File: src/design/mctt_pkg.sv
// types and constants of the tick timer pool
package mctt_pkg;

  localparam int NUM_TIMERS_DEF = 16;
  localparam int HANDLE_W       = 4;
  localparam int WORD_W         = 32;

  typedef enum logic [2:0] {
    OP_CREATE = 3'd0,
    OP_START  = 3'd1,
    OP_STOP   = 3'd2,
    OP_REMOVE = 3'd3,
    OP_TICK   = 3'd4
  } op_t;

  typedef enum logic [1:0] {
    STS_OK       = 2'd0,
    STS_BAD_DUR  = 2'd1,
    STS_NOTFOUND = 2'd2,
    STS_NO_SLOT  = 2'd3
  } status_t;

  typedef enum logic [1:0] {
    SS_FREE    = 2'd0,
    SS_READY   = 2'd1,
    SS_RUNNING = 2'd2
  } slot_st_t;

  typedef enum logic [2:0] {
    CS_IDLE,
    CS_READ,
    CS_EXEC,
    CS_SCAN,
    CS_TAIL,
    CS_FLUSH
  } ctl_state_t;

  typedef struct packed {
    logic [2:0]          operation;
    logic [HANDLE_W-1:0] handle;
    logic                timer_mode;
    logic [WORD_W-1:0]   duration;
    logic [WORD_W-1:0]   tag;
  } in_item_t;

  typedef struct packed {
    logic                kind;
    logic [1:0]          status;
    logic [HANDLE_W-1:0] result_handle;
    logic [WORD_W-1:0]   result_tag;
    logic                last;
  } out_item_t;

  typedef struct packed {
    slot_st_t          st;
    logic              mode;
    logic [WORD_W-1:0] dur;
    logic [WORD_W-1:0] elapsed;
    logic [WORD_W-1:0] tag;
  } slot_t;

  typedef struct packed {
    logic cap;
    logic cmd_rd;
    logic cmd_exec;
    logic scan_rd;
    logic flush;
  } ctl_cmd_t;

  typedef struct packed {
    logic is_tick;
    logic rd_last;
  } dp_stat_t;

endpackage

File: src/design/mctt_ram.sv
// generic single write, single registered read ram
module mctt_ram #(
  parameter int WIDTH = 8,
  parameter int DEPTH = 16
) (
  input  logic                                   clk,
  input  logic                                   we,
  input  logic [(DEPTH > 1 ? $clog2(DEPTH) : 1)-1:0] waddr,
  input  logic [WIDTH-1:0]                       wdata,
  input  logic [(DEPTH > 1 ? $clog2(DEPTH) : 1)-1:0] raddr,
  output logic [WIDTH-1:0]                       rdata
);

  logic [WIDTH-1:0] mem_r [DEPTH];
  logic [WIDTH-1:0] rdata_r;

  always_ff @(posedge clk) begin
    if (we) begin
      mem_r[waddr] <= wdata;
    end
    rdata_r <= mem_r[raddr];
  end

  assign rdata = rdata_r;

endmodule

File: src/design/mctt_ctrl.sv
// sequencer for commands and tick sweeps
module mctt_ctrl (
  input  logic                clk,
  input  logic                rst_n,
  input  logic                start,
  output logic                busy,
  input  mctt_pkg::dp_stat_t  stat,
  output mctt_pkg::ctl_cmd_t  cmd
);

  mctt_pkg::ctl_state_t state_r, state_nxt;

  always_ff @(posedge clk) begin
    if (!rst_n) begin
      state_r <= mctt_pkg::CS_IDLE;
    end else begin
      state_r <= state_nxt;
    end
  end

  always_comb begin
    state_nxt = state_r;
    case (state_r)
      mctt_pkg::CS_IDLE: begin
        if (start) begin
          state_nxt = stat.is_tick ? mctt_pkg::CS_SCAN : mctt_pkg::CS_READ;
        end
      end
      mctt_pkg::CS_READ:  state_nxt = mctt_pkg::CS_EXEC;
      mctt_pkg::CS_EXEC:  state_nxt = mctt_pkg::CS_IDLE;
      mctt_pkg::CS_SCAN: begin
        if (stat.rd_last) begin
          state_nxt = mctt_pkg::CS_TAIL;
        end
      end
      mctt_pkg::CS_TAIL:  state_nxt = mctt_pkg::CS_FLUSH;
      mctt_pkg::CS_FLUSH: state_nxt = mctt_pkg::CS_IDLE;
      default:            state_nxt = mctt_pkg::CS_IDLE;
    endcase
  end

  always_comb begin
    busy         = (state_r != mctt_pkg::CS_IDLE);
    cmd.cap      = (state_r == mctt_pkg::CS_IDLE) && start;
    cmd.cmd_rd   = (state_r == mctt_pkg::CS_READ);
    cmd.cmd_exec = (state_r == mctt_pkg::CS_EXEC);
    cmd.scan_rd  = (state_r == mctt_pkg::CS_SCAN);
    cmd.flush    = (state_r == mctt_pkg::CS_FLUSH);
  end

endmodule

File: src/design/mctt_dp.sv
// slot store, free queue, command execution and tick sweep
module mctt_dp #(
  parameter int NUM_TIMERS = mctt_pkg::NUM_TIMERS_DEF
) (
  input  logic                clk,
  input  logic                rst_n,
  input  mctt_pkg::in_item_t  in_data,
  input  mctt_pkg::ctl_cmd_t  cmd,
  output mctt_pkg::dp_stat_t  stat,
  output logic                out_valid,
  output mctt_pkg::out_item_t out_data
);

  localparam int SW = (NUM_TIMERS > 1) ? $clog2(NUM_TIMERS) : 1;
  localparam int AW = (SW > mctt_pkg::HANDLE_W) ? SW : mctt_pkg::HANDLE_W;
  localparam int CW = $clog2(NUM_TIMERS + 1);
  localparam int TW = SW + 2;

  mctt_pkg::in_item_t req_r;
  logic [SW-1:0]      head_r, head_nxt;
  logic [CW-1:0]      cnt_r, cnt_nxt;
  logic [NUM_TIMERS-1:0] qvld_r, qvld_nxt;
  logic [NUM_TIMERS-1:0] svld_r, svld_nxt;
  logic [SW-1:0]      idx_r;
  logic               ev_v_r;
  logic [SW-1:0]      ev_idx_r;
  logic               rd_vld_r;
  logic               qrd_vld_r;
  logic               pend_v_r, pend_v_nxt;
  logic [SW-1:0]      pend_h_r, pend_h_nxt;
  logic [mctt_pkg::WORD_W-1:0] pend_tag_r, pend_tag_nxt;
  logic               out_v_r, out_v_nxt;
  mctt_pkg::out_item_t out_r, out_nxt;

  logic [AW-1:0]      h_ext;
  logic               h_ok;
  logic [SW-1:0]      h_slot;
  logic [SW-1:0]      s_raddr;
  mctt_pkg::slot_t    slot_rd;
  logic               s_we;
  logic [SW-1:0]      s_waddr;
  mctt_pkg::slot_t    s_wdata;
  logic [SW-1:0]      q_rd;
  logic               q_we;
  logic [SW-1:0]      tail;
  logic [TW-1:0]      tail_sum;
  logic [SW-1:0]      s_new;
  mctt_pkg::slot_st_t cur_st;
  logic [mctt_pkg::WORD_W-1:0] el_inc;
  logic               fire;

  assign h_ext   = AW'(req_r.handle);
  assign h_ok    = {1'b0, h_ext} < (AW + 1)'(NUM_TIMERS);
  assign h_slot  = h_ext[SW-1:0];
  assign s_raddr = cmd.scan_rd ? idx_r : h_slot;
  assign cur_st  = rd_vld_r ? slot_rd.st : mctt_pkg::SS_FREE;
  assign s_new   = qrd_vld_r ? q_rd : head_r;
  assign el_inc  = slot_rd.elapsed + 1'b1;

  // queue tail wraps once at most
  always_comb begin
    tail_sum = TW'(head_r) + TW'(cnt_r);
    if (tail_sum >= TW'(NUM_TIMERS)) begin
      tail_sum = tail_sum - TW'(NUM_TIMERS);
    end
    tail = tail_sum[SW-1:0];
  end

  assign stat.is_tick = (in_data.operation == mctt_pkg::OP_TICK);
  assign stat.rd_last = (idx_r == SW'(NUM_TIMERS - 1));

  mctt_ram #(.WIDTH($bits(mctt_pkg::slot_t)), .DEPTH(NUM_TIMERS)) u_slot_ram (
    .clk   (clk),
    .we    (s_we),
    .waddr (s_waddr),
    .wdata (s_wdata),
    .raddr (s_raddr),
    .rdata (slot_rd)
  );

  mctt_ram #(.WIDTH(SW), .DEPTH(NUM_TIMERS)) u_queue_ram (
    .clk   (clk),
    .we    (q_we),
    .waddr (tail),
    .wdata (h_slot),
    .raddr (head_r),
    .rdata (q_rd)
  );

  always_comb begin
    s_we         = 1'b0;
    s_waddr      = h_slot;
    s_wdata      = slot_rd;
    q_we         = 1'b0;
    head_nxt     = head_r;
    cnt_nxt      = cnt_r;
    qvld_nxt     = qvld_r;
    svld_nxt     = svld_r;
    pend_v_nxt   = pend_v_r;
    pend_h_nxt   = pend_h_r;
    pend_tag_nxt = pend_tag_r;
    out_v_nxt    = 1'b0;
    out_nxt      = '0;
    fire         = 1'b0;

    if (cmd.cmd_exec) begin
      out_v_nxt     = 1'b1;
      out_nxt.last  = 1'b1;
      out_nxt.status = mctt_pkg::STS_OK;
      case (req_r.operation)
        mctt_pkg::OP_CREATE: begin
          if (cnt_r == '0) begin
            out_nxt.status = mctt_pkg::STS_NO_SLOT;
          end else begin
            s_we         = 1'b1;
            s_waddr      = s_new;
            s_wdata      = '0;
            s_wdata.st   = mctt_pkg::SS_READY;
            s_wdata.mode = req_r.timer_mode;
            svld_nxt[s_new] = 1'b1;
            head_nxt = (head_r == SW'(NUM_TIMERS - 1)) ? '0 : head_r + 1'b1;
            cnt_nxt  = cnt_r - 1'b1;
            out_nxt.result_handle = mctt_pkg::HANDLE_W'(AW'(s_new));
          end
        end
        mctt_pkg::OP_START: begin
          if (req_r.duration == '0) begin
            out_nxt.status = mctt_pkg::STS_BAD_DUR;
          end else if (!h_ok || cur_st != mctt_pkg::SS_READY) begin
            out_nxt.status = mctt_pkg::STS_NOTFOUND;
          end else begin
            s_we            = 1'b1;
            s_wdata.st      = mctt_pkg::SS_RUNNING;
            s_wdata.dur     = req_r.duration;
            s_wdata.elapsed = '0;
            s_wdata.tag     = req_r.tag;
          end
        end
        mctt_pkg::OP_STOP: begin
          if (!h_ok || cur_st != mctt_pkg::SS_RUNNING) begin
            out_nxt.status = mctt_pkg::STS_NOTFOUND;
          end else begin
            s_we       = 1'b1;
            s_wdata.st = mctt_pkg::SS_READY;
          end
        end
        mctt_pkg::OP_REMOVE: begin
          if (!h_ok || cur_st == mctt_pkg::SS_FREE) begin
            out_nxt.status = mctt_pkg::STS_NOTFOUND;
          end else begin
            s_we       = 1'b1;
            s_wdata.st = mctt_pkg::SS_FREE;
            if (cnt_r < CW'(NUM_TIMERS)) begin
              q_we           = 1'b1;
              qvld_nxt[tail] = 1'b1;
              cnt_nxt        = cnt_r + 1'b1;
            end
          end
        end
        default: out_nxt.status = mctt_pkg::STS_NOTFOUND;
      endcase
    end

    // sweep: one firing slot is held back so the final one can carry last
    if (ev_v_r && cur_st == mctt_pkg::SS_RUNNING) begin
      s_we    = 1'b1;
      s_waddr = ev_idx_r;
      s_wdata.elapsed = el_inc;
      fire = (el_inc >= slot_rd.dur);
      if (fire) begin
        if (slot_rd.mode) begin
          s_wdata.elapsed = '0;
        end else begin
          s_wdata.st = mctt_pkg::SS_READY;
        end
        if (pend_v_r) begin
          out_v_nxt              = 1'b1;
          out_nxt.kind           = 1'b1;
          out_nxt.result_handle  = mctt_pkg::HANDLE_W'(AW'(pend_h_r));
          out_nxt.result_tag     = pend_tag_r;
        end
        pend_v_nxt   = 1'b1;
        pend_h_nxt   = ev_idx_r;
        pend_tag_nxt = slot_rd.tag;
      end
    end

    if (cmd.flush && pend_v_r) begin
      out_v_nxt             = 1'b1;
      out_nxt.kind          = 1'b1;
      out_nxt.result_handle = mctt_pkg::HANDLE_W'(AW'(pend_h_r));
      out_nxt.result_tag    = pend_tag_r;
      out_nxt.last          = 1'b1;
      pend_v_nxt            = 1'b0;
    end
  end

  always_ff @(posedge clk) begin
    if (!rst_n) begin
      head_r   <= '0;
      cnt_r    <= CW'(NUM_TIMERS);
      qvld_r   <= '0;
      svld_r   <= '0;
      ev_v_r   <= 1'b0;
      pend_v_r <= 1'b0;
      out_v_r  <= 1'b0;
    end else begin
      head_r   <= head_nxt;
      cnt_r    <= cnt_nxt;
      qvld_r   <= qvld_nxt;
      svld_r   <= svld_nxt;
      ev_v_r   <= cmd.scan_rd;
      pend_v_r <= pend_v_nxt;
      out_v_r  <= out_v_nxt;
    end
  end

  always_ff @(posedge clk) begin
    if (cmd.cap) begin
      req_r <= in_data;
      idx_r <= '0;
    end else if (cmd.scan_rd) begin
      idx_r <= idx_r + 1'b1;
    end
    ev_idx_r   <= idx_r;
    rd_vld_r   <= svld_r[s_raddr];
    qrd_vld_r  <= qvld_r[head_r];
    pend_h_r   <= pend_h_nxt;
    pend_tag_r <= pend_tag_nxt;
    out_r      <= out_nxt;
  end

  assign out_valid = out_v_r;
  assign out_data  = out_r;

endmodule

File: src/design/multi_channel_tick_timer_pool.sv
// top level of the tick timer pool
//
// usage: drive in_data and raise start; the item transfers at a rising edge
// with start high and busy low. create, start, stop and remove each give one
// status result; tick gives one expiry result per firing slot, in slot order,
// and none when no slot fires. the final result of an item has last set.
// results appear on out_data for one cycle with out_valid high; the receiver
// cannot stall, so nothing is held back on the output side.
// a command passes through the read and exec states; its result is registered
// onto out_data as busy drops, and busy is high in those states, so a new
// transfer can follow only once the result of the last one shows.
// a tick sweeps the slot store one slot per cycle through its single read
// port; busy stays high through the sweep and the tail and flush states;
// each expiry waits for the next firing slot so the final one can carry
// last, and that one shows as busy drops.
// reset: all slots free, free queue holds slots in index order, no clearing
// pass is needed, the block leaves reset idle and ready.
module multi_channel_tick_timer_pool #(
  parameter int NUM_TIMERS = mctt_pkg::NUM_TIMERS_DEF
) (
  input  logic                clk,
  input  logic                rst_n,
  input  logic                start,
  output logic                busy,
  input  mctt_pkg::in_item_t  in_data,
  output logic                out_valid,
  output mctt_pkg::out_item_t out_data
);

  mctt_pkg::ctl_cmd_t cmd;
  mctt_pkg::dp_stat_t stat;

  mctt_ctrl u_ctrl (
    .clk   (clk),
    .rst_n (rst_n),
    .start (start),
    .busy  (busy),
    .stat  (stat),
    .cmd   (cmd)
  );

  mctt_dp #(.NUM_TIMERS(NUM_TIMERS)) u_dp (
    .clk       (clk),
    .rst_n     (rst_n),
    .in_data   (in_data),
    .cmd       (cmd),
    .stat      (stat),
    .out_valid (out_valid),
    .out_data  (out_data)
  );

endmodule

File: config.mk
export PLATFORM = sky130hd
export DESIGN_NAME = multi_channel_tick_timer_pool
export DESIGN_NICKNAME = d
export VERILOG_FILES = /design/src/design/mctt_pkg.sv /design/src/design/mctt_ram.sv /design/src/design/mctt_ctrl.sv /design/src/design/mctt_dp.sv /design/src/design/multi_channel_tick_timer_pool.sv
export SDC_FILE = /design/constraint.sdc
export NUM_CORES = 2
export LEC_CHECK = 0
export BUFFER_PORTS_ARGS = -buffer_cell sky130_fd_sc_hd__buf_2
export CAP_MARGIN = 10
export CORE_ASPECT_RATIO = 0.6
export CORE_UTILIZATION = 56
export DETAILED_ROUTE_END_ITERATION = 10
export PLACE_DENSITY_LB_ADDON = 0.15
export SYNTH_ARGS = -nofsm -noshare
export SYNTH_HDL_FRONTEND = slang
export SYNTH_SLANG_ARGS = --single-unit
File: constraint.sdc
create_clock -name clk -period 24 [get_ports clk]
set_input_delay 3.6 -clock clk [delete_from_list [all_inputs] [get_ports clk]]
set_output_delay 3.6 -clock clk [all_outputs]
set_load 0.1 [all_outputs]
-- Word-level counts from Yosys, hierarchy flattened
Memory sizes are Yosys's and may differ from the RTL's. A register that Yosys moved wholly into a read port is not among the register bits.
Index checks and enable logic that the tools add are counted.
- add/subtract/negate cells: 7
- magnitude comparators: 9
- eq/ne operators: 19
- muxes and demuxes: 79
- bitwise gates (word level): 5
- reduce and logical (&&, ||, !) cells: 18
- operator list (kind ; number):
    99-bit two-way mux ; 2
    96-bit two-way mux ; 2
    96-bit one-hot mux with 2 select lines ; 1
    36-bit two-way mux ; 3
    32-bit two-way mux ; 3
    4-bit two-way mux ; 11
    37-bit two-way mux ; 1
    32-bit by 1-bit adder with 32-bit output (second input constant) ; 1
    32-bit greater-or-equal comparator ; 1
    32-bit logical NOT ; 1
    16-bit OR ; 2
    1-bit two-way mux ; 28
    2-bit two-way mux ; 14
    4-bit by 5-bit < comparator with 1-bit output (second input constant) ; 4
    2-bit one-hot mux with 4 select lines ; 2
    5-bit two-way mux ; 3
    3-bit by 2-bit equality test with 1-bit output (second input constant) ; 4
    3-bit one-hot mux with 4 select lines ; 1
    2-bit != test (second input constant) ; 5
    5-bit one-hot mux with 2 select lines ; 1
    3-bit equality test (second input constant) ; 3
    4-bit by 1-bit adder with 4-bit output (second input constant) ; 2
    1-bit binary-select mux with 4-bit select ; 2
    1-bit demux with 4-bit select ; 2
    25 further kinds ; 38
- register bits after elaboration: 205
- memory bits (writable): 1648
- bits of input ports: 75
- output and inout bits: 42
- memories: 2
- memories (name ; depth ; bits a word ; rd ports ; clocked after memory_dff ; write ports ; line ; RTL):
    u_dp.u_slot_ram.mem_r ; 16 ; 99 ; 1 ; 1 ; 1 ; mctt_ram.sv:14 ; logic [WIDTH-1:0] mem_r [DEPTH];
    u_dp.u_queue_ram.mem_r ; 16 ; 4 ; 1 ; 1 ; 1 ; mctt_ram.sv:14 ;

-- Logic depth before layout (Yosys ltp)
- depth after elaboration: 9
- depth in mapped cells: 18
- gate-level depth less buffers: 14

-- Cells and area by module
From an unflattened synthesis, not the netlist that was laid out.
- cell total of the unflattened synthesis: 3612
- area, all modules: 73859.6 um^2
- by module, submodules not included (module ; instances ; cells each ; area an instance (um^2)):
    mctt_ram at u_dp.u_slot_ram ; 1 ; 2534 ; 61211.2
    mctt_dp ; 1 ; 927 ; 9808.2
    mctt_ram at u_dp.u_queue_ram ; 1 ; 130 ; 2666.3
    mctt_ctrl ; 1 ; 21 ; 173.9

-- Worst setup path before layout
Ideal clock, no wire load.
- kind: register -> register
- start: register u_dp.cnt_r[1]
- end: memory u_dp.u_slot_ram.mem_r[11][0] (netlist name), enable pin
- setup time: 0.800 ns
- arrival: 11.289 ns
- setup slack: 11.910 ns
- cell stages (with the launch flop): 6
- buffers on the path: 0
- clock period less this slack: 12.090 ns
- cells stage by stage: dfxtp_1 > or4_1 > o2111ai_2 > nor2b_1 > o31a_1 > nor4_1
- longest elaborated chain between the ends: 7
- elaborated cells on any way between the ends: 11
- those cells by class: 10 x mux; 1 x reduce/logical
- ends and longest elaborated chain (element ; line ; RTL):
    start: declaration ; mctt_dp.sv:21 ; logic [CW-1:0] cnt_r, cnt_nxt;
    start signal: assignment ; mctt_dp.sv:201 ; cnt_r <= CW'(NUM_TIMERS);
    start signal: assignment ; mctt_dp.sv:209 ; cnt_r <= cnt_nxt;
    5-bit logical NOT (*) ; mctt_dp.sv:112 ; if (cnt_r == '0) begin
    1-bit two-way mux ; mctt_dp.sv:112 ;
    1-bit one-hot mux with 4 select lines ; mctt_dp.sv:110 ; case (req_r.operation)
    1-bit two-way mux ; mctt_dp.sv:106 ; if (cmd.cmd_exec) begin
    1-bit two-way mux ; mctt_dp.sv:165 ; if (ev_v_r && cur_st == mctt_pkg::SS_RUNNING) begin
    1-bit two-way mux ; mctt_ram.sv:18 ; if (we) begin
    1-bit two-way mux (implied by the code) ; mctt_ram.sv:19 ; mem_r[waddr] <= wdata;
    end: declaration ; mctt_ram.sv:14 ;
Mark *: on every way between the ends. The rest lies on a longest branch, timed or not.

==> metrics.md <==
| Metric | Value |
|---|---|
| Register area share after synthesis | between 70% and 80% |
| Worst R2R End | u_dp.u_slot_ram.mem_r[8][56] |
| GRT Overall Usage | 26.3% |
| Setup crit start kind | register |
| Worst Hold Path EP | u_dp.pend_tag_r[16] |
| Via-to-Cell Ratio | 6.33 |
| Status | finished clean |
| Post-Route WL | around 170000 um |
| Synth cell types | 70 |
| Die X | around 470 um |
| Syn Area/Cell | between 15 and 20 um^2 |
| CTS H-tree lvls | 4 |
| First-pass GRT wire length | 256000 um |
| Hold Vio Cnt, Final | 0 |
| Layout Skew | 27.9 ps |
| Syn Inst Count | 3767 |
| Total CTS buffers | 169 |
| Initial Utilization | 56.6% |
| Worst R2R Start | u_dp.u_slot_ram.rdata[32] |
| Critical path data required time | 24430 ps |
| Actual slew at the worst max-slew pin | 1200 ps |
| HP Class | register to register |
| # hold bufs at CTS | 0 |
| Syn. warnings | 0 |
| FILL cells | slightly above 9000 |
| Grt peak-use layer | met1 |
| Via count | 37000 |
| LEAKAGE | 26.6 nW |
| Yosys reg bits | between 1500 and 2000 |
| Met3 GRT Util | under 10% |
| Post-CTS Resized | 0 |
| Max Cap Viol | 0 |
| Asr flop ratio synth | 0% |
| Syn_nets | 3886 |
| Largest family of logic cells by synthesized area | multiplexers |
| Multi-input gate area | 16900 um^2 |
| Period minus WS final | 6270 ps |
| DRC | 0 |
| Largest net degree at the start of global routing | 140 |
| Cell depth of the worst hold path | 0 |
| Die footprint | about 130000 um^2 |
| Reg2reg setup slack | 17730 ps |
| Gr ovfl total | 0 |
| Pwr dens | 88.4 nW/um^2 |
| Fin util | 62.6% |
| Antenna violations before repair | 9 |
| Area Growth Syn to Fin | 10.5% |
| Critical path type | register to register |
| Worst Setup End Kind | register |
| CTS tree | built |
| First drt pass iteration count | 5 |
| # nets final | 4035 |
| I/O Buffers | 116 |
| Cell Rows | a little over 100 |
| Clk Latency, worst-skew pair | 790 ps |
| Period utilisation layout | a little over a quarter |
| Num ports | 117 |
| Peak VDD IR | 0.0840 mV |
| Clock transition at path regs | roughly 70 ps |
| Relative slew slack | 19.8% |
| Simple-Gate Fraction of Synth Area | 3.96% |
| DR WL/cell | 29.8 um |
| Clock tree buffer depth | 3 |
| Hold Startpoint | u_dp.u_slot_ram.rdata[16] |
| Dpl hpwl | about 88000 um |
| Placer Congestion | 0.821 |
| Fin Setup TNS | 0 ps |
| CORE AREA | 132000 um^2 |
| Vias in the first global route | around 37000 |
| Syn Std Cell Area | 74700 um^2 |
| Most used DFF post-synth | edfxtp_1 |
| Post-synthesis compound-gate area fraction | 4.04% |
| CP Max Fanout | 25 |
| Max Fclk | ~160 MHz |
| Post-synthesis mux area share | 13.1% |
| Antenna viol nets, final | 0 |
| CTS root buffer | clkbuf_16 |
| FF+latch area | 56700 um^2 |
| Adder-Cell Fraction of Synth Area | 0.757% |
| Drt first-iter violations | 4477 |
| RSZ-0062 raised after global routing | false |
| EDFF count, synth | 1756 |
| Max Slew Vio Count | 0 |
| Post-synthesis xor/xnor area fraction | 0.504% |
| Register-to-Register Path Depth | 15 |
| Crit path DAT | 6690 ps |
| Layout cells sized above 1 | 21.8% |
| Final setup fails | 0 |
| Clk sinks | 1956 |
| Global-route met1 utilization | 42.2% |
| GR Util met2 | 37.7% |
| Postcts setup bufs | 0 |
| Die height | 285 um |
## power by group
part / switching (mW) / internal [mW]
clock network: 1.20 / 1.47
logic: 0.432 / 0.233
registers: 0.0564 / 3.91
total: 1.69 / 5.61
## registers in the layout, indices dropped and copies added, names as in the netlist, 3 cells and up
name	flops
u_dp.head_r	4
u_dp.u_queue_ram.rdata	4
u_ctrl.state_r	3
u_dp.idx_r	4
u_dp.u_slot_ram.rdata	99
u_dp.out_data	40
u_dp.h_ext	4
u_dp.qvld_r	16
u_dp.svld_r	16
u_dp.u_queue_ram.mem_r	64
u_dp.pend_h_r	4
u_dp.u_slot_ram.mem_r	1584
u_dp.cnt_r	5
u_dp.ev_idx_r	4
u_dp.req_r	68
u_dp.pend_tag_r	32
## metrics by stage
stage	power, mW	cell area [um^2]	cells	hold WS (ps)	setup WS (ps)
2_1_floorplan	4.48	74700	3767	386	11910
3_3_place_gp	4.69	77200	5529	412	18040
3_5_place_dp	4.70	77200	5529	417	17950
4_1_cts	7.34	82500	5845	432	17910
5_1_grt	7.53	82500	5848	436	17320
6_report	7.30	82500	5848	430	17730
## cell type report
cell class | instances | share of cell area [%]
well taps | 1785 | 2.71
inverters | 44 | 0.200
flip-flops and latches | 1956 | 68.7
diodes | 2 | 0.00606
multi-input cells | 1564 | 20.4
repair buffers | 181 | 1.43
clock buffers | 257 | 5.92
clock inverters | 59 | 0.573
## worst max-delay path by stage
stage                                         start                       endpoint  slack, ps  cells past startpoint
after floorplan                       u_dp.cnt_r[1]   u_dp.u_slot_ram.mem_r[11][0]      11910                      5
after global placement    u_dp.u_slot_ram.rdata[43]   u_dp.u_slot_ram.mem_r[6][56]      18040                     15
after detailed placement  u_dp.u_slot_ram.rdata[43]  u_dp.u_slot_ram.mem_r[11][56]      17950                     15
after CTS                 u_dp.u_slot_ram.rdata[43]   u_dp.u_slot_ram.mem_r[9][56]      17910                     15
after global routing      u_dp.u_slot_ram.rdata[32]   u_dp.u_slot_ram.mem_r[9][56]      17320                     15
final                     u_dp.u_slot_ram.rdata[32]   u_dp.u_slot_ram.mem_r[8][56]      17730                     15
## cells in the final DEF (no fill, tap or decap), drive strengths merged, types with 17 or more instances in the layout
master / synthesis / layout
a211oi: 103 / 103
a21oi: 38 / 38
a22o: 79 / 79
a31oi: 107 / 107
and2: 135 / 135
and3: 17 / 17
buf: 116 / 181
clkbuf: 87 / 257
clkinv: 0 / 48
dfxtp: 200 / 200
edfxtp: 1756 / 1756
ha: 42 / 42
inv: 44 / 48
mux4: 425 / 425
nand2: 271 / 271
nand3: 20 / 20
nor2: 112 / 112
o21a: 30 / 30
o21ai: 18 / 18
xnor2: 30 / 30
## critical path: stages (launching register included)
cell,delay [ps]
dfxtp_1,390
ha_1,370
nand2_1,210
or3_1,580
nor2_2,280
nand3_1,170
xnor2_1,180
ha_1,300
nand4_1,160
nor2_1,70
a221oi_1,650
a31oi_1,330
nor3_4,830
buf_4,410
a21oi_1,120
mux2i_1,840
## cells in the mapped netlist, types with 4 or more instances
cell type,count,share of area (%)
a21o_1,5,0.050
nor3_1,6,0.040
and2_1,135,1.1
o21a_1,30,0.30
o21ai_0,18,0.12
xor2_1,13,0.15
dfxtp_1,200,5.4
or2_2,5,0.042
nand2b_1,4,0.033
mux4_2,425,13
a21oi_1,36,0.24
buf_1,8,0.040
nand4_1,11,0.092
clkbuf_1,83,0.42
a211oi_1,103,1.0
nor2_1,111,0.56
a221o_1,11,0.15
mux2i_1,11,0.15
nand2_1,270,1.4
edfxtp_1,1756,71
and3_1,17,0.14
a22o_1,79,0.93
xnor2_1,30,0.35
nor4_1,14,0.12
buf_4,15,0.15
inv_1,44,0.22
and4_1,4,0.047
buf_6,30,0.45
a31oi_1,107,0.90
ha_1,42,0.70
or3_1,7,0.059
mux2_2,6,0.090
nand3_1,20,0.13
nand3b_1,5,0.050
buf_2,63,0.42
## kinds of logic (layout without fill, tap and decap cells)
family	Yosys count	after routing
XOR/XNOR	43	43
flip-flops	1956	1956
AO/OA/AOI/OAI	412	412
AND/OR/NAND/NOR	623	623
buffers and inverters	247	541
multiplexers	442	442
adder cells (fa/ha/maj)	44	44
other	0	2
## routing by layer
metal | vias to the layer above | share of wire [%]
met1 | 19600 | 46
met2 | 1606 | 44
met4 | 8 | 1.8
li1 | 15600 | -
met5 | - | 0.028
met3 | 225 | 8.3
(Power assumes the default switching activity.)
